$ cat config.mk
export PLATFORM = sky130hd
export DESIGN_NAME = spcp_queue
export DESIGN_NICKNAME = d
export VERILOG_FILES = /design/src/hw/rtl/spcp_pkg.sv /design/src/hw/rtl/spcp_queue.sv
export SDC_FILE = /design/constraint.sdc
export NUM_CORES = 1
export LEC_CHECK = 0
export BUFFER_PORTS_ARGS = -buffer_cell sky130_fd_sc_hd__buf_4
export CORE_ASPECT_RATIO = 0.7
export CORE_MARGIN = 10
export CORE_UTILIZATION = 40
export CTS_BUF_LIST = sky130_fd_sc_hd__clkbuf_16
export DETAILED_ROUTE_END_ITERATION = 8
export GPL_TIMING_DRIVEN = 0
export PLACE_DENSITY = 0.67
export SLEW_MARGIN = 20
export SYNTH_ARGS = -nofsm -noshare
export SYNTH_HDL_FRONTEND = slang
export SYNTH_SLANG_ARGS = --single-unit
export TNS_END_PERCENT = 100
$ cat constraint.sdc
create_clock -name i_clk -period 11.4 [get_ports i_clk]
set_clock_uncertainty 0.15 [all_clocks]
set_input_delay 1.14 -clock i_clk [delete_from_list [all_inputs] [get_ports i_clk]]
set_output_delay 1.14 -clock i_clk [all_outputs]
set_load 0.03 [all_outputs]
$ cat src/hw/rtl/spcp_pkg.sv
`timescale 1ns / 1ps
`default_nettype none
package spcp_pkg;

    localparam int ID_IN_W  = 22;
    localparam int COL_W    = 23;
    localparam int ACC_W    = 32;
    localparam int ROW_W    = 40;
    localparam int NZ_W     = 48;
    localparam int FC_W     = 8;
    localparam int CFG_W    = 8;
    localparam int CFG_IDX_W = 1;

    localparam logic [32:0] MAP_ENTRIES_DEF = 33'd4194304;
    localparam int QUEUE_DEPTH = 4;

    localparam logic [CFG_IDX_W-1:0] CFG_FIELD_DELIM   = 1'd0;
    localparam logic [CFG_IDX_W-1:0] CFG_SAMPLES_FIELD = 1'd1;

    localparam logic [7:0] DELIM_RST   = 8'd9;
    localparam logic [7:0] SAMPLES_RST = 8'd11;

    localparam logic [7:0] CH_COMMA   = 8'h2c;
    localparam logic [7:0] CH_COLON   = 8'h3a;
    localparam logic [7:0] CH_NEWLINE = 8'h0a;
    localparam logic [7:0] CH_ZERO    = 8'h30;
    localparam logic [7:0] CH_NINE    = 8'h39;

    localparam logic          CMD_TEXT  = 1'b0;
    localparam logic          CMD_MAPWR = 1'b1;

    localparam logic [FC_W-1:0]  FC_MAX  = 8'd255;
    localparam logic [ROW_W-1:0] ROW_MAX = 40'hff_ffff_ffff;
    localparam logic [NZ_W-1:0]  NZ_MAX  = 48'hffff_ffff_ffff;
    localparam logic [ACC_W-1:0] ACC_MAX = 32'hffff_ffff;

    typedef struct packed {
        logic               cmd;
        logic [7:0]         data_byte;
        logic [ID_IN_W-1:0] map_sample_id;
        logic [COL_W-1:0]   map_column;
    } t_in_item;

    typedef struct packed {
        logic [ROW_W-1:0] row_number;
        logic [COL_W-1:0] column_number;
        logic [ACC_W-1:0] pair_count;
        logic             id_beyond_map;
        logic [NZ_W-1:0]  nonzero_total;
    } t_out_item;

    typedef struct packed {
        logic             is_write;
        logic [ACC_W-1:0] id;
        logic [COL_W-1:0] wcol;
        logic [ROW_W-1:0] row;
        logic [ACC_W-1:0] count;
        logic [NZ_W-1:0]  total;
    } t_q_entry;

    function automatic logic [ACC_W-1:0] acc_digit(input logic [ACC_W-1:0] acc,
                                                   input logic [7:0] ch);
        logic [ACC_W+3:0] v;
        v = {1'b0, acc, 3'b000} + {3'b000, acc, 1'b0} + {(ACC_W)'(0), ch[3:0]};
        acc_digit = (v > {4'b0000, ACC_MAX}) ? ACC_MAX : v[ACC_W-1:0];
    endfunction

endpackage
`default_nettype wire

$ cat src/hw/rtl/spcp_queue.sv
`timescale 1ns / 1ps
`default_nettype none
module spcp_queue (
    input  wire logic                i_clk,
    input  wire logic                i_rst_n,
    input  wire logic                i_push,
    input  wire spcp_pkg::t_q_entry  i_entry,
    output logic                     o_full,
    input  wire logic                i_pop,
    output logic                     o_empty,
    output spcp_pkg::t_q_entry       o_head
);
    localparam int DEPTH = spcp_pkg::QUEUE_DEPTH;
    localparam int PW    = $clog2(DEPTH);
    localparam int CW    = $clog2(DEPTH + 1);

    spcp_pkg::t_q_entry r_slot [DEPTH];
    logic [PW-1:0] r_wptr, r_rptr;
    logic [CW-1:0] r_cnt;

    assign o_full  = (r_cnt == CW'(DEPTH));
    assign o_empty = (r_cnt == '0);
    assign o_head  = r_slot[r_rptr];

    always_ff @(posedge i_clk) begin
        if (i_push) begin
            r_slot[r_wptr] <= i_entry;
        end
    end

    always_ff @(posedge i_clk) begin
        if (!i_rst_n) begin
            r_wptr <= '0;
            r_rptr <= '0;
            r_cnt  <= '0;
        end else begin
            if (i_push) begin
                r_wptr <= (r_wptr == PW'(DEPTH - 1)) ? '0 : r_wptr + PW'(1);
            end
            if (i_pop) begin
                r_rptr <= (r_rptr == PW'(DEPTH - 1)) ? '0 : r_rptr + PW'(1);
            end
            case ({i_push, i_pop})
                2'b10:   r_cnt <= r_cnt + CW'(1);
                2'b01:   r_cnt <= r_cnt - CW'(1);
                default: r_cnt <= r_cnt;
            endcase
        end
    end
endmodule
`default_nettype wire

**Word-level counts from Yosys, hierarchy flattened**

Memories as Yosys holds them, arrays and structs flattened. A register that Yosys moved wholly into a read port is not among the register bits.
Cells that the tools add are included.

- Memories kept: 1
- Flip-flop bits (word level): 7
- RAM bits: 704
- Word-level logic and storage cells: 22

Memory list:

| memory | depth | bits a word | rd ports | clocked after memory_dff | write ports | line | RTL |
|---|---|---|---|---|---|---|---|
| r_slot | 4 | 176 | 1 | 1 | 1 | spcp_queue.sv:17 | `spcp_pkg::t_q_entry r_slot [DEPTH];` |

- Reduce and logical (&&, ||, !) cells: 2
- Eq/ne operators: 5
- $add $sub $neg: 4
- Mux-type cells: 7

Operators with widths:

| kind | count |
|---|---|
| two-way mux 2 bit | 4 |
| == test 2 bit, second input constant | 3 |
| case mux 3 bit (2 select lines) | 1 |
| adder 2 x 1 -> 2 bit, second input constant | 2 |
| adder 3 x 1 -> 3 bit, second input constant | 1 |
| == test 3 bit, second input constant | 1 |
| zero test 3 bit | 1 |
| subtractor 3 x 1 -> 3 bit, second input constant | 1 |
| == test 2 x 1 -> 1 bit, second input constant | 1 |
| two-way mux 1 bit | 2 |
| nonzero test 2 bit | 1 |

**Depth between registers and ports, before layout**

- Depth after elaboration: 4
- Mapped depth: 7
- Mapped depth without buffers: 7

**Least setup slack after synthesis**

No wires, ideal clock.

- Path type: in2reg
- Start: input port i_push
- End: memory r_slot[0][0] in the netlist's numbering, enable pin
- Path buffers: 0
- Data required time: 10.693 ns
- Arrival time: 5.143 ns
- Path slack: 5.551 ns
- Cell stages on the path: 1
- Cell sequence: and2_1

- Longest elaborated chain between the ends: 2

RTL lines:

| what | line | RTL |
|---|---|---|
| start, declared | spcp_queue.sv:6 | `input wire logic i_push,` |
| two-way mux 1 bit | spcp_queue.sv:26 | `if (i_push) begin` |
| two-way mux 1 bit (not written as such) | spcp_queue.sv:27 | `r_slot[r_wptr] <= i_entry;` |
| end, declared | spcp_queue.sv:17 |  |

No other way between the ends.

==> results_dict.tcl <==
set metrics [dict create \
    status "completed" \
    setup_tns_ps 0 \
    power_leakage_nw 10.9 \
    r2r-start "r_wptr[0]$_SDFFE_PN0P_" \
    first_pass_iters 5 \
    cts_hold_buf 0 \
    place.gp.congestion 0.732 \
    area_delta_synth_final_pct 24.8 \
    die_height_um 233 \
    syn_area_per_cell_um2 26.8 \
    instances_no_fill 2295 \
    rrSetupSlack_ps 9350 \
    cts_buffer_depth 3 \
    cts_tree "built" \
    fin_crit_ps 4210 \
    reg2reg_depth 4 \
    syn_inst 967 \
    htree_levels 3 \
    post_cts_buffers 0 \
    path_class "reg2out" \
    synth_async_sr_flop_share_pct 0 \
    first_global_vias 12504 \
    crit_fanout 10 \
    p_per_area_nw_per_um2 185 \
    clk_pin_slew_ps 60 \
    antenna_left 0 \
    grt_max_degree 47 \
    ys_warn_count 0 \
    required_ps 10110 \
    switchingPower_mw 1.37 \
    dr.first_iter.drc_count 997 \
    start_kind "flop" \
    pwr-share-comb_pct 11.6 \
    dieWidth_um 324 \
    grt_util_all_layers_pct 14.2 \
    wl_per_cell_um 23.6 \
    nNetsFinal 1598 \
    synth_fp_nets 1154 \
    synth_edf_count 704 \
    max_cap_viol_count 0 \
    cts_buffers 69 \
    worst_pin_slew_ps 847 \
    crit_arrival_ps 2920 \
    num_vias 11655 \
    cts-root-buf "clkbuf_16" \
    dpl.hpwl_mm 35.5 \
    endpoint "o_head[72]" \
    p_sw_share_pct 23.0 \
    viasPerCell 5.08 \
    p_int_mw 4.59 \
    row_count 77 \
    ys.flop_type "edfxtp_1" \
    post-route-period-util_pct 36.9 \
    timing.rr.end "r_slot[3][138]$_DFFE_PP_" \
    clk_latency_ps 600 \
    num_io_pins 358 \
    fmax_mhz 237 \
    nFillCells 5002 \
    rsz0062_at_grt "false" \
    ys_seq_area_share_pct 82.4 \
    die-area_um2 75400 \
    wl_mm 54.1 \
    place_inst 2169 \
    synth_cell_types 23 \
    cts_resized 0 \
    p_clk_share_pct 37.9 \
    hold_violations 0 \
    ys_ff_latch 713 \
    cts.sinks 713 \
    start_util_pct 40.7 \
    critPathCaptureType "primary output" \
    setup_viol 0 \
    drc 0 \
    core_um2 63600 \
    grt_pass1_wl_mm 80.3 \
    synth_area_um2 25900 \
    layout-drive-gt1-share_pct 47.0 \
    maxSlewViolCount 0 \
    portBuffers 357 \
    irDropWorstVdd_mv 0.125 \
    slew_headroom_pct 43.6 \
    grt_antenna_before_repair 6 \
    overflow 0 \
    pwr-share-seq_pct 50.6 \
    min_path_type "reg2reg" \
]
==> flip-flops by register name, indices dropped and copies added (netlist names), named ones only <==
register,cells
r_rptr,2
r_wptr,2
r_slot,704
r_cnt,3
==> power groups by stage <==
stage / Combinational (mW) / Sequential (mW) / Clock, mW
floorplan: 0.399 / 3.08 / 0
CTS: 0.707 / 3.01 / 2.32
global placement: 0.679 / 3.10 / 0
detailed placement: 0.705 / 3.07 / 0
global route: 0.734 / 3.02 / 2.42
finish: 0.690 / 3.01 / 2.26
==> logic make-up (layout without fill, tap and decap cells) <==
logic type / count (synthesis) / after routing / share of synthesized area [%]
flops: 713 / 713 / 82.4
xor+xnor: 2 / 2 / 0.0677
buf+inv: 46 / 544 / 1.25
fa+ha+maj: 7 / 7 / 0.368
mux: 178 / 178 / 15.4
simple gates: 16 / 16 / 0.382
other cells: 0 / 1 / 0
compound gates: 5 / 5 / 0.116
==> worst min path at each step <==
| stage | startpoint | to | slack (ps) | cells after the start |
|---|---|---|---|---|
| after global routing | r_rptr[1]$_SDFFE_PN0P_ | r_rptr[1]$_SDFFE_PN0P_ | 450 | 2 |
| after detailed placement | r_cnt[2]$_SDFFE_PN0P_ | r_cnt[2]$_SDFFE_PN0P_ | 370 | 2 |
| after CTS | r_cnt[2]$_SDFFE_PN0P_ | r_cnt[2]$_SDFFE_PN0P_ | 380 | 2 |
| after floorplan | r_cnt[2]$_SDFFE_PN0P_ | r_cnt[2]$_SDFFE_PN0P_ | 320 | 2 |
| final | r_cnt[2]$_SDFFE_PN0P_ | r_cnt[2]$_SDFFE_PN0P_ | 400 | 2 |
| after global placement | r_cnt[2]$_SDFFE_PN0P_ | r_cnt[2]$_SDFFE_PN0P_ | 340 | 2 |
==> cell usage in the layout, fill, tap and decap left out, drive strengths merged <==
cell,count
clkinv,28
nand2,1
and2,6
buf,409
edfxtp,704
fa,1
clkinvlp,4
ha,6
xnor2,1
mux4,176
o21ai,2
or3,1
and3,1
a21oi,1
inv,20
a21boi,1
xor2,1
diode,1
o21a,1
nor2b,4
clkbuf,76
dfxtp,9
bufinv,7
nor3,1
nor3b,2
mux2i,2
==> worst max-delay path, stage by stage (launching register included) <==
cell and delay [ps]:
dfxtp_1 300, buf_2 270, clkbuf_1 680, buf_2 490
mux4_2 380, buf_4 200
==> cell type report <==
class | instances | area [µm²] | share of cell area, %
tap | 829 | 1040 | 3.21
clock buffer | 72 | 1800 | 5.58
buffer | 40 | 302 | 0.934
sequential | 713 | 21300 | 66.0
antenna | 1 | 2.50 | 0.00775
inverter | 6 | 22.5 | 0.0697
timing repair buffer | 373 | 3120 | 9.66
multi-input combinational | 208 | 4240 | 13.1
clock inverter | 53 | 455 | 1.41
==> per-stage QoR <==
step / util, % / worst slack (ps) / power, mW / area [µm²] / hold WS [ps]
final: 50.8 / 7190 / 5.96 / 32300 / 401
after global routing: 50.8 / 6960 / 6.17 / 32300 / 446
after CTS: 50.8 / 7010 / 6.04 / 32300 / 380
after detailed placement: 47.2 / 7700 / 3.77 / 30000 / 372
after global placement: 46.5 / 2010 / 3.78 / 29600 / 337
after floorplan: - / 5550 / 3.48 / 25900 / 323
==> cells in the mapped netlist (2+ instances only) <==
master | n | share of area, %
clkbuf_1 | 4 | 0.058
o21ai_0 | 2 | 0.039
buf_6 | 17 | 0.74
edfxtp_1 | 704 | 82
mux2i_1 | 2 | 0.077
and2_1 | 6 | 0.15
inv_1 | 6 | 0.087
nor2b_1 | 4 | 0.097
dfxtp_1 | 9 | 0.70
buf_2 | 19 | 0.37
mux4_2 | 176 | 15
ha_1 | 6 | 0.29
nor3b_1 | 2 | 0.058
==> routing by layer <==
layer,part of all wire (%),GRT usage (%),up-vias
met5,0.16,0,-
met4,1.8,3.64,10
met3,8.5,5.39,84
met2,48,22.2,336
met1,41,18.6,6116
li1,-,-,5109
No activity file was read; power rests on OpenSTA's default activity.
