===== config.mk =====
export PLATFORM = sky130hd
export DESIGN_NAME = spcp_front
export DESIGN_NICKNAME = d
export VERILOG_FILES = /design/src/hw/rtl/spcp_pkg.sv /design/src/hw/rtl/spcp_front.sv
export SDC_FILE = /design/constraint.sdc
export NUM_CORES = 1
export LEC_CHECK = 0
export ABC_AREA = 1
export BUFFER_PORTS_ARGS = -buffer_cell sky130_fd_sc_hd__clkbuf_2
export CORE_ASPECT_RATIO = 1.25
export CORE_MARGIN = 2
export CORE_UTILIZATION = 59
export DETAILED_ROUTE_END_ITERATION = 6
export PLACE_DENSITY = 0.82
export SYNTH_ARGS = -nofsm -noshare
export SYNTH_HDL_FRONTEND = slang
export SYNTH_SLANG_ARGS = --single-unit

===== constraint.sdc =====
create_clock -name i_clk -period 3.3 [get_ports i_clk]
set_input_delay 0 -clock i_clk [delete_from_list [all_inputs] [get_ports i_clk]]
set_output_delay 0 -clock i_clk [all_outputs]
set_load 0.02 [all_outputs]

===== src/hw/rtl/spcp_pkg.sv =====
`timescale 1ns / 1ps
`default_nettype none
package spcp_pkg;

    localparam int ID_IN_W  = 22;
    localparam int COL_W    = 23;
    localparam int ACC_W    = 32;
    localparam int ROW_W    = 40;
    localparam int NZ_W     = 48;
    localparam int FC_W     = 8;
    localparam int CFG_W    = 8;
    localparam int CFG_IDX_W = 1;

    localparam logic [32:0] MAP_ENTRIES_DEF = 33'd4194304;
    localparam int QUEUE_DEPTH = 4;

    localparam logic [CFG_IDX_W-1:0] CFG_FIELD_DELIM   = 1'd0;
    localparam logic [CFG_IDX_W-1:0] CFG_SAMPLES_FIELD = 1'd1;

    localparam logic [7:0] DELIM_RST   = 8'd9;
    localparam logic [7:0] SAMPLES_RST = 8'd11;

    localparam logic [7:0] CH_COMMA   = 8'h2c;
    localparam logic [7:0] CH_COLON   = 8'h3a;
    localparam logic [7:0] CH_NEWLINE = 8'h0a;
    localparam logic [7:0] CH_ZERO    = 8'h30;
    localparam logic [7:0] CH_NINE    = 8'h39;

    localparam logic          CMD_TEXT  = 1'b0;
    localparam logic          CMD_MAPWR = 1'b1;

    localparam logic [FC_W-1:0]  FC_MAX  = 8'd255;
    localparam logic [ROW_W-1:0] ROW_MAX = 40'hff_ffff_ffff;
    localparam logic [NZ_W-1:0]  NZ_MAX  = 48'hffff_ffff_ffff;
    localparam logic [ACC_W-1:0] ACC_MAX = 32'hffff_ffff;

    typedef struct packed {
        logic               cmd;
        logic [7:0]         data_byte;
        logic [ID_IN_W-1:0] map_sample_id;
        logic [COL_W-1:0]   map_column;
    } t_in_item;

    typedef struct packed {
        logic [ROW_W-1:0] row_number;
        logic [COL_W-1:0] column_number;
        logic [ACC_W-1:0] pair_count;
        logic             id_beyond_map;
        logic [NZ_W-1:0]  nonzero_total;
    } t_out_item;

    typedef struct packed {
        logic             is_write;
        logic [ACC_W-1:0] id;
        logic [COL_W-1:0] wcol;
        logic [ROW_W-1:0] row;
        logic [ACC_W-1:0] count;
        logic [NZ_W-1:0]  total;
    } t_q_entry;

    function automatic logic [ACC_W-1:0] acc_digit(input logic [ACC_W-1:0] acc,
                                                   input logic [7:0] ch);
        logic [ACC_W+3:0] v;
        v = {1'b0, acc, 3'b000} + {3'b000, acc, 1'b0} + {(ACC_W)'(0), ch[3:0]};
        acc_digit = (v > {4'b0000, ACC_MAX}) ? ACC_MAX : v[ACC_W-1:0];
    endfunction

endpackage
`default_nettype wire


===== src/hw/rtl/spcp_front.sv =====
`timescale 1ns / 1ps
`default_nettype none
module spcp_front (
    input  wire logic                                i_clk,
    input  wire logic                                i_rst_n,
    input  wire logic                                i_cfg_we,
    input  wire logic [spcp_pkg::CFG_IDX_W-1:0]      i_cfg_index,
    input  wire logic [spcp_pkg::CFG_W-1:0]          i_cfg_data,
    input  wire logic                                i_valid,
    output logic                                     o_ready,
    input  wire spcp_pkg::t_in_item                  i_item,
    input  wire logic                                i_clearing,
    input  wire logic                                i_q_full,
    output logic                                     o_push,
    output spcp_pkg::t_q_entry                       o_entry
);
    logic [7:0] r_delim, r_samples;
    logic [spcp_pkg::FC_W-1:0]  r_fc, n_fc;
    logic                       r_in_pair, n_in_pair;
    logic [1:0]                 r_fcc, n_fcc;
    logic                       r_in_count, n_in_count;
    logic [spcp_pkg::ACC_W-1:0] r_id, n_id;
    logic                       r_id_done, n_id_done;
    logic [spcp_pkg::ACC_W-1:0] r_cnt, n_cnt;
    logic                       r_cnt_done, n_cnt_done;
    logic [spcp_pkg::ROW_W-1:0] r_row, n_row;
    logic [spcp_pkg::NZ_W-1:0]  r_nz, n_nz;

    logic                       accept, emit, clr_pair, digit;
    logic [7:0]                 ch;
    logic [spcp_pkg::FC_W-1:0]  fc_inc;
    logic [spcp_pkg::ROW_W-1:0] row_p1, emit_row;
    logic [spcp_pkg::NZ_W-1:0]  nz_p1;

    assign o_ready = !i_clearing && !i_q_full;
    assign accept  = i_valid && o_ready;
    assign ch      = i_item.data_byte;
    assign digit   = ch inside {[spcp_pkg::CH_ZERO:spcp_pkg::CH_NINE]};
    assign fc_inc  = (r_fc != spcp_pkg::FC_MAX) ? r_fc + 8'd1 : r_fc;
    assign row_p1  = (r_row != spcp_pkg::ROW_MAX) ? r_row + 40'd1 : r_row;
    assign nz_p1   = (r_nz != spcp_pkg::NZ_MAX) ? r_nz + 48'd1 : r_nz;

    always_comb begin
        n_fc       = r_fc;
        n_in_pair  = r_in_pair;
        n_fcc      = r_fcc;
        n_in_count = r_in_count;
        n_id       = r_id;
        n_id_done  = r_id_done;
        n_cnt      = r_cnt;
        n_cnt_done = r_cnt_done;
        n_row      = r_row;
        n_nz       = r_nz;
        emit       = 1'b0;
        clr_pair   = 1'b0;
        emit_row   = row_p1;
        if (accept && i_item.cmd == spcp_pkg::CMD_TEXT) begin
            if (ch == r_delim) begin
                if (r_in_pair && r_fcc != 2'd0) begin
                    emit = 1'b1;
                end
                n_in_pair = 1'b0;
                n_fc      = fc_inc;
                if (fc_inc != r_fc && fc_inc == r_samples) begin
                    n_in_pair = 1'b1;
                    n_fcc     = 2'd0;
                    clr_pair  = 1'b1;
                end
            end else if (ch == spcp_pkg::CH_NEWLINE) begin
                n_row    = row_p1;
                emit     = r_in_pair && r_fcc != 2'd0;
                n_in_pair = 1'b0;
                n_fcc    = 2'd0;
                n_fc     = 8'd1;
                clr_pair = 1'b1;
            end else if (r_in_pair) begin
                if (r_fcc == 2'd0) begin
                    n_fcc = 2'd1;
                end else begin
                    n_fcc = 2'd2;
                    if (ch == spcp_pkg::CH_COMMA) begin
                        emit = 1'b1;
                    end else if (ch == spcp_pkg::CH_COLON) begin
                        n_in_count = 1'b1;
                        n_id_done  = 1'b1;
                        n_cnt      = '0;
                        n_cnt_done = 1'b0;
                    end else if (!r_in_count) begin
                        if (digit && !r_id_done) begin
                            n_id = spcp_pkg::acc_digit(r_id, ch);
                        end else begin
                            n_id_done = 1'b1;
                        end
                    end else begin
                        if (digit && !r_cnt_done) begin
                            n_cnt = spcp_pkg::acc_digit(r_cnt, ch);
                        end else begin
                            n_cnt_done = 1'b1;
                        end
                    end
                end
            end
        end
        if (emit) begin
            n_nz     = nz_p1;
            clr_pair = 1'b1;
        end
        if (clr_pair) begin
            n_in_count = 1'b0;
            n_id       = '0;
            n_id_done  = 1'b0;
            n_cnt      = '0;
            n_cnt_done = 1'b0;
        end
    end

    always_comb begin
        o_push           = accept && (i_item.cmd == spcp_pkg::CMD_MAPWR || emit);
        o_entry.is_write = (i_item.cmd == spcp_pkg::CMD_MAPWR);
        o_entry.wcol     = i_item.map_column;
        o_entry.id       = (i_item.cmd == spcp_pkg::CMD_MAPWR)
                         ? {10'd0, i_item.map_sample_id} : r_id;
        o_entry.row      = emit_row;
        o_entry.count    = r_in_count ? r_cnt : '0;
        o_entry.total    = nz_p1;
    end

    always_ff @(posedge i_clk) begin
        if (!i_rst_n) begin
            r_delim    <= spcp_pkg::DELIM_RST;
            r_samples  <= spcp_pkg::SAMPLES_RST;
            r_fc       <= 8'd1;
            r_in_pair  <= 1'b0;
            r_fcc      <= 2'd0;
            r_in_count <= 1'b0;
            r_id       <= '0;
            r_id_done  <= 1'b0;
            r_cnt      <= '0;
            r_cnt_done <= 1'b0;
            r_row      <= '0;
            r_nz       <= '0;
        end else begin
            if (i_cfg_we && i_cfg_index == spcp_pkg::CFG_FIELD_DELIM) begin
                r_delim <= i_cfg_data;
            end
            if (i_cfg_we && i_cfg_index == spcp_pkg::CFG_SAMPLES_FIELD) begin
                r_samples <= i_cfg_data;
            end
            r_fc       <= n_fc;
            r_in_pair  <= n_in_pair;
            r_fcc      <= n_fcc;
            r_in_count <= n_in_count;
            r_id       <= n_id;
            r_id_done  <= n_id_done;
            r_cnt      <= n_cnt;
            r_cnt_done <= n_cnt_done;
            r_row      <= n_row;
            r_nz       <= n_nz;
        end
    end
endmodule
`default_nettype wire


Word-level counts from Yosys, hierarchy flattened
Index checks and enable logic that the tools add are counted.
- register bits after elaboration: 182
- bits in latches: 0
- memory bits (writable): 0
- bits in read-only memories: 0
- input bits: 69
- word-level logic and storage cells: 113
- memories kept: 0
- add/subtract/negate cells: 7
- multipliers: 0
- div/mod/pow operators: 0
- magnitude comparators: 4
- equality and inequality tests: 13
- shifts and indexed selects: 0
- mux-type cells: 37
- bitwise gates (word level): 9
- reduce and logical (&&, ||, !) cells: 31
- operators by type and width (cell ; count):
    $mux 32 ; 7
    $add 35x33->36 ; 2
    $add 36x4->36 ; 2
    $gt 36x32->1 const B ; 2
    $add 48x1->48 const B ; 1
    $mux 48 ; 1
    $ne 48x48->1 const B ; 1
    $add 40x1->40 const B ; 1
    $mux 40 ; 1
    $ne 40x40->1 const B ; 1
    $mux 8 ; 3
    $reduce_and 8->1 ; 3
    $mux 1 ; 20
    $eq 8x6->1 const B ; 2
    $eq 8x8->1 ; 2
    $logic_and 1x1->1 ; 11
    $mux 2 ; 5
    $not 1->1 ; 9
    $reduce_and 9->1 ; 1
    $add 8x1->8 const B ; 1
    $eq 8x4->1 const B ; 1
    $ge 8x6->1 const B ; 1
    $le 8x6->1 const B ; 1
    $ne 8x8->1 ; 1
    other kinds (12) ; 21

Logic depth before layout (Yosys ltp)
Gate-level depths: netlist of run 1.
- depth in word-level cells: 9
- mapped depth: 19
- gate-level depth less buffers: 18

Least setup slack after synthesis of run 1
Ideal clock, no wire load.
- path type: register -> register
- start: register r_id[0] (netlist bit)
- end: register r_id[2] (netlist bit)
- arrival: 2782 ps
- data required time: 3183 ps
- slack: 400 ps
- stages on the path, launching flop included: 18
- path buffers: 1
- period minus slack after synthesis: 2900 ps
- path through: dfxtp_1 -> fa_1 -> inv_1 -> fa_1 -> nand3b_1 -> nand2_1 -> nand3_1 -> nand2_1 -> nand2_1 -> nand2_1 -> nand2_1 -> nand3_1 -> nand2_1 -> nor2_1 -> clkbuf_1 -> nand3_1 -> nand2_1 -> nor2_1
- word-level cells in the longest chain between the ends: 4
- ends and longest elaborated chain (what ; line ; source):
    start, declared ; spcp_front.sv:22 ; logic [spcp_pkg::ACC_W-1:0] r_id, n_id;
    start signal, assigned ; spcp_front.sv:153 ; r_id <= n_id;
    $add 35x33->36 * ; spcp_pkg.sv:64 ; v = {1'b0, acc, 3'b000} + {3'b000, acc, 1'b0} + {(ACC_W)'(0), ch[3:0]};
    $add 36x4->36 * ; spcp_pkg.sv:64 ;
    $gt 36x32->1 ; spcp_pkg.sv:65 ; acc_digit = (v > {4'b0000, ACC_MAX}) ? ACC_MAX : v[ACC_W-1:0];
    $mux 32 * ; spcp_pkg.sv:65 ;
Mark *: on every way between the ends. The rest lies on a longest branch, timed or not.
A chain may end at the register's enable or synchronous reset.

==> results of run 1 <==
==> through the flow <==
stage / power, W / instance area, um^2 / worst slack, ns / hold slack (ns) / cells
5_1_grt: 0.00470 / 18100 / 0.00794 / 0.0000293 / 3288
3_3_place_gp: 0.00246 / 17400 / 0.343 / 0.000137 / 3244
4_1_cts: 0.00459 / 18100 / 0.191 / 0.000137 / 3288
3_5_place_dp: 0.00247 / 17400 / 0.204 / 0.000137 / 3244
2_1_floorplan: 0.00243 / 16200 / 0.400 / 0.0822 / 2772
6_report: 0.00458 / 18100 / 0.161 / 0.00000757 / 3288
==> state kept, by name, indices dropped and copies added, names as in the netlist <==
signal / count
r_samples: 8
r_nz: 48
r_id: 32
r_delim: 8
r_in_count: 1
r_row: 40
r_cnt_done: 1
r_in_pair: 1
r_id_done: 1
r_fcc: 2
r_cnt: 32
r_fc: 8
==> power by group <==
part	leakage [nW]	switching (W)	internal, W	total, W
sequential	1.47	0.00000663	0.00221	0.00221
clock	0.285	0.000995	0.00115	0.00215
combinational	7.70	0.000140	0.0000746	0.000215
==> metal layers <==
metal | up-vias | global-route usage (%) | share of wire [%]
li1 | 9177 | - | -
met1 | 8274 | 41.8 | 42
met2 | 685 | 60.1 | 48
met3 | 130 | 4.19 | 6.5
met4 | 0 | 14.4 | 3.9
met5 | - | 0 | 0
==> worst paths after layout <==
kind | end | startpoint | slack, ns
worst max-delay path | o_entry[97] | r_row[0]$_SDFFE_PN0P_ | 0.16
worst min-delay path | o_entry[137] | i_item[17] | 0.000008
worst max register to register | r_id[31]$_SDFFE_PP0P_ | r_id[0]$_SDFFE_PP0P_ | 0.24
worst min register to register | r_samples[2]$_SDFFE_PN0P_ | r_samples[2]$_SDFFE_PN0P_ | 0.47
==> synthesized netlist by cell type, types with 2 or more instances <==
cell	instances
buf_6	9
a211oi_1	14
a21oi_1	121
o21a_1	2
xnor2_1	30
nand3_1	232
buf_2	19
a21oi_2	11
o211ai_1	5
buf_4	24
dfxtp_1	182
a31oi_1	10
ha_1	129
o21ai_0	152
clkbuf_1	43
xor2_1	31
nand3_2	2
and2_1	2
nor2_4	2
nand2_2	5
inv_2	3
o21bai_1	8
nand3b_1	11
nor2_2	2
a21o_1	2
nand2_1	893
o22ai_1	4
fa_1	4
nor2_1	318
buf_1	2
inv_1	374
or2_2	12
a22o_1	2
nor4_1	15
nor3_1	44
o21ai_1	2
nand4_1	47
==> worst max-delay path, cell delays in order, from the launching register on <==
cell	delay, ns
dfxtp_1	0.46
ha_1	0.35
inv_1	0.15
nor2_4	0.19
nand2_1	0.14
nor2_1	0.14
nand3_1	0.11
inv_1	0.10
nand3_2	0.21
nand4_1	0.23
xor2_1	0.35
clkbuf_2	0.24
==> cell families (layout without fill, tap and decap cells) <==
| logic type | count (synthesis) | count (layout) |
|---|---|---|
| simple gates | 1587 | 1587 |
| buf+inv | 475 | 646 |
| compound gates | 334 | 334 |
| flops | 182 | 182 |
| fa+ha+maj | 133 | 133 |
| xor+xnor | 61 | 61 |
==> what timing repair did <==
| item | in CTS | in global routing |
|---|---|---|
| endpoints found under the hold margin | 17 | 0 |
| resized for setup | 0 | 4 |
| setup endpoints to repair | 0 | 21 |
| hold buffers | 12 | 0 |
==> layout make-up <==
type,count,area (um^2)
fillers,2597,8830
multi-input cells,2115,10700
clock buffers,21,450
clock inverters,11,136
well taps,345,432
flip-flops and latches,182,3640
repair buffers,236,1340
inverters,378,1420
==> impl_results.md, run 1 <==
- Yosys top cell by area: dfxtp_1
- Seq/Total Area, Yosys: 22.4%
- Outcome: complete, but fails checks
- Failing checks: design-rule violations
- Critical path class: flop to output port
- Final worst-path cycle share: 95.1%
- Std-Cell Rows: 67
- Initial antenna violation count: 0
- Detailed placement HPWL: 39500 um
- Synth cell types: 41
- Final Hold Fails: 0
- Drt pass-1 iters: 7
- Min Tclk post-route: 3.14 ns
- Post-Synth Simple-Gate Area: 40.6%
- Largest fanout on the critical path: 10
- Flop and latch count out of synthesis: 182
- Largest family of logic cells by synthesized area: simple AND/OR/NAND/NOR gates
- Die Height: 189 um
- Yosys top cell area share: 22.4%
- CP startpoint kind: flop
- Commonest cells after routing, fill and taps aside: nand2_1, inv_1, nor2_1, nand3_1, clkbuf_2
- Worst EP arrival: 3.14 ns
- Remaining antenna violation count: 0
- Leakage: 9.46 nW
- Required @ worst endpoint: 3.30 ns
- Synth top area cells: dfxtp_1, nand2_1, ha_1
- Cell Area, Synth: 16200 um^2
- Compound-Gate Fraction of Synth Area: 11.2%
- Initial DRC count: 1314
- Number of diodes: 0
- Global-route usage over all layers: 34.0%
- Max VDD drop: 302 uV
- Pwr per Cell Area: 253 nW/um^2
- Commonest non-fill, non-tap cell in the layout: nand2_1
- Syn Nets: 2974
- Fin Clk Skew: 0.0187 ns
- Clk buf depth: 2
- Vias in the first global route: 17100
- H-tree Lvls: 4
- Max Fclk: 0.319 GHz
- Most common flop cell mapped by yosys: dfxtp_1
- Hold path depth: 0
- Fin. max-slew vios: 0
- Post-CTS Setup Inserts: 0
- Min-Delay Path Class: input pin to output port
- Post-synthesis mux area share: 0%
- CTS root buf: clkbuf_16
- DR DRC count: 1
- Clock Latency Late Sink: 0.46 ns
- Clk sink count: 182
- RSZ-0062 raised after global routing: false
- Area growth syn-to-layout: 11.3%
- Die area: 28900 um^2
- CP endpoint kind: output port
- Clock-pin slew on the worst setup and hold paths: 0.07 ns
- Largest net degree at the start of global routing: 57
- Layout cells sized above 1: 10.1%
- Global-route wire length before repair: 81700 um
- WL per Instance: 15.3 um
- Detail-routed via count per cell: 5.56
- Post-route setup TNS: 0 ns
- Reg2Reg Depth: 17
- Total gr overflow: 0
- FFs w/ async S/R, synth: 0%
- Initial Util: 60.3%
- Max cap viols: 0
- Synthesized area per cell: 5.86 um^2
- CTS tree: done
- IO Port Bufs: 200
- Worst slew margin: 32.9%
- Ys Warns: 0
- Worst-Margin Slew: 0.999 ns
- Cell count after synthesis: 2772
- Core area: 26900 um^2
- Nets: 3132
- Num ports: 247
- Synth Area in Adders: 10.4%
- CTS Buf Count: 17
- Xor and xnor area share after synthesis: 3.29%
- Die width: 152 um
- Total routed wirelength: 50300 um
- Core Util, Final: 67.2%
- Final Setup Violations: 0
- Via count: 18300
- Routability cong.: 1.01
- Post-synth EDFFs: 0
(Power assumes the default switching activity.)
==> run 2, diff against run 1 <==
ABC_AREA = not set   (was 1)
CORE_UTILIZATION = 58   (was 59)
MAX_ROUTING_LAYER = met4   (was not set)
SLEW_MARGIN = 20   (was not set)
==> run 2 against run 1 <==
Compared with the run above: the run ends with negative setup slack left; die area decreased by 8.3%; clock skew decreased by 0.0019 ns; critical path depth increased by 4; total power increased by 1.1%; worst hold slack about the same; combinational power increased by 5%; routed wire length decreased by 20%; sequential power about the same; utilization increased by 5.2 points; largest cell class unchanged.
==> impl_results.md, run 2 <==
- Final worst-path cycle share: 101%
- FFs w/ async S/R, synth: 0%
- Cell Area, Synth: 14600 um^2
- Top-count cell post-synth: nand2_1
- Leakage: 7.75 nW
- Final Setup Violations: 10
- H-tree Lvls: 4
- Setup slack after layout: -0.0236 ns
- DR top layer: met4
- Post-DP Area: 16200 um^2
- Post-synth top cells: nand2_1, dfxtp_1, nor2_1
- Synthesized area per cell: 7.78 um^2
- Initial DRC count: 931
- CP endpoint kind: flop
- Die Height: 181 um
- Die area: 26500 um^2
- Ys Warns: 0
- Pwr per Cell Area: 260 nW/um^2
- Outcome: complete, but fails checks
- Max Fclk: 0.301 GHz
- Post-placement setup slack: -0.128 ns
- Commonest cells after routing, fill and taps aside: clkbuf_2, nand2_1, dfxtp_1, nor2_1, o21ai_0
- Min Tclk post-route: 3.32 ns
- Num ports: 247
- CTS Buf Count: 17
- Max VDD drop: 317 uV
- Detail-routed via count per cell: 5.96
- Via count: 14600
- Fin Clk Skew: 0.0169 ns
- Seq/Total Area, Yosys: 25.0%
- Total routed wirelength: 40200 um
- Largest fanout on the critical path: 6
- Clock-pin slew on the worst setup and hold paths: 0.08 ns
- Fin area: 17800 um^2
- Met3 wire len: 2230 um
- Syn Nets: 2079
- Top reg by flops: r_nz
- Total gr overflow: 0
- Most common flop cell mapped by yosys: dfxtp_1
- Post-synth EDFFs: 0
- Layout cells sized above 1: 25.8%
- Clock Latency Late Sink: 0.45 ns
- Number of diodes: 0
- Flop and latch count out of synthesis: 182
- Vias in the first global route: 13500
- Routability cong.: 0.952
- Critical path class: flop to flop
- Cell count after synthesis: 1877
- WL per Instance: 16.5 um
- Commonest non-fill, non-tap cell in the layout: clkbuf_2
- CTS tree: done
- CP startpoint kind: flop
- Global-route usage over all layers: 28.9%
- Largest net degree at the start of global routing: 107
- Failing checks: negative setup slack
- CTS root buf: clkbuf_16
- Max FFs per register: 48
- Worst slew margin: 39.1%
- Met1 WL: 17100 um
- Tot Pwr: 0.00463 W
- Clk sink count: 182
- Final Hold Fails: 0
- DR DRC count: 0
- Clk buf depth: 2
- Metal2 WL: 19900 um
- Synth cell types: 83
- Largest regs: r_nz: 48 flops, r_row: 40 flops
- Global-route wire length before repair: 62800 um
- Nets: 2302
- RSZ-0062 raised after global routing: true
- Initial antenna violation count: 0
- Fin. max-slew vios: 0
- Max cap viols: 0
- Post-route setup TNS: -0.133 ns
- Detailed placement HPWL: 28200 um
- Area growth syn-to-layout: 21.9%
- Required @ worst endpoint: 3.63 ns
- Remaining antenna violation count: 0
- Fillers: 1943
- Initial Util: 59.4%
- Std-Cell Rows: 64
- Yosys top cell by area: dfxtp_1
- Min-Delay Path Class: input pin to output port
- IO Port Bufs: 200
- Worst-Margin Slew: 0.906 ns
- Drt pass-1 iters: 5
- Die width: 146 um
- Yosys top cell area share: 25.0%
- Core area: 24600 um^2
- Synth top area cells: dfxtp_1, ha_1, xor2_1
- Worst EP arrival: 3.65 ns
run 2: path summary, 6_finish.rpt:
path              slack [ns]                      end                    start  depth (start not counted)
setup reg to reg       -0.02     r_id[6]$_SDFFE_PP0P_    r_id[11]$_SDFFE_PP0P_                         15
setup / recovery       -0.02     r_id[6]$_SDFFE_PP0P_    r_id[11]$_SDFFE_PP0P_                         15
hold reg to reg         0.47  r_delim[7]$_SDFFE_PN0P_  r_delim[7]$_SDFFE_PN0P_                          2
hold / removal      0.000007             o_entry[135]               i_item[15]                          0
run 2: power breakdown:
part	leakage (nW)	switching [W]	internal (W)
Combinational	5.97	0.000136	0.0000900
Clock	0.303	0.000930	0.00126
Sequential	1.48	0.00000905	0.00220
run 2: cell type report:
type                    instances  area, um^2  share of cell area [%]
flip-flops and latches        182        3660                    20.6
well taps                     330         413                    2.32
clock buffers                  21         470                    2.64
clock inverters                11         148                   0.830
repair buffers                330        2150                    12.1
multi-input cells            1534       10800                    60.8
inverters                      35         131                   0.738
run 2: critical path: stages (launching register included):
cell	delay [ns]
dfxtp_1	0.41
ha_1	0.26
ha_1	0.33
buf_4	0.16
and2_1	0.18
a22o_1	0.21
a41o_1	0.22
buf_4	0.13
o21a_1	0.20
buf_4	0.15
nand4_1	0.11
o311ai_2	0.14
a2111oi_4	0.26
buf_4	0.21
clkbuf_16	0.16
a21oi_2	0.05
run 2: cells by family after synthesis:
kind of cell,count (synthesis),synth area share [%]
xor+xnor,205,12.3
compound gates,449,19.1
fa+ha+maj,133,11.6
buf+inv,161,5.23
simple gates,720,24.7
flops,182,25.0
mux,27,2.07
run 2: metrics by stage:
stage          util (%)  instances  hold slack (ns)
6_report           72.4       2443       0.00000740
5_1_grt            72.4       2443        0.0000292
4_1_cts            69.5       2431         0.000137
3_5_place_dp       65.8       2381         0.000137
3_3_place_gp       65.8       2381         0.000137
2_1_floorplan         -       1877           0.0821
run 2: routing by layer:
| metal | global-route usage [%] | vias to the layer above |
|---|---|---|
| met2 | 49.5 | 486 |
| li1 | - | 7097 |
| met4 | 10.2 | 0 |
| met3 | 3.92 | 88 |
| met5 | - | - |
| met1 | 35.0 | 6899 |
run 2: timing repair:
action | in CTS | in global routing
hold buffers | 12 | 0
cloned | 2 | 3
buffers inserted | 4 | 9
setup endpoints to repair | 63 | 74
hold endpoints to repair | 21 | 0
gates resized for setup | 24 | 153
pin swaps | 13 | 35
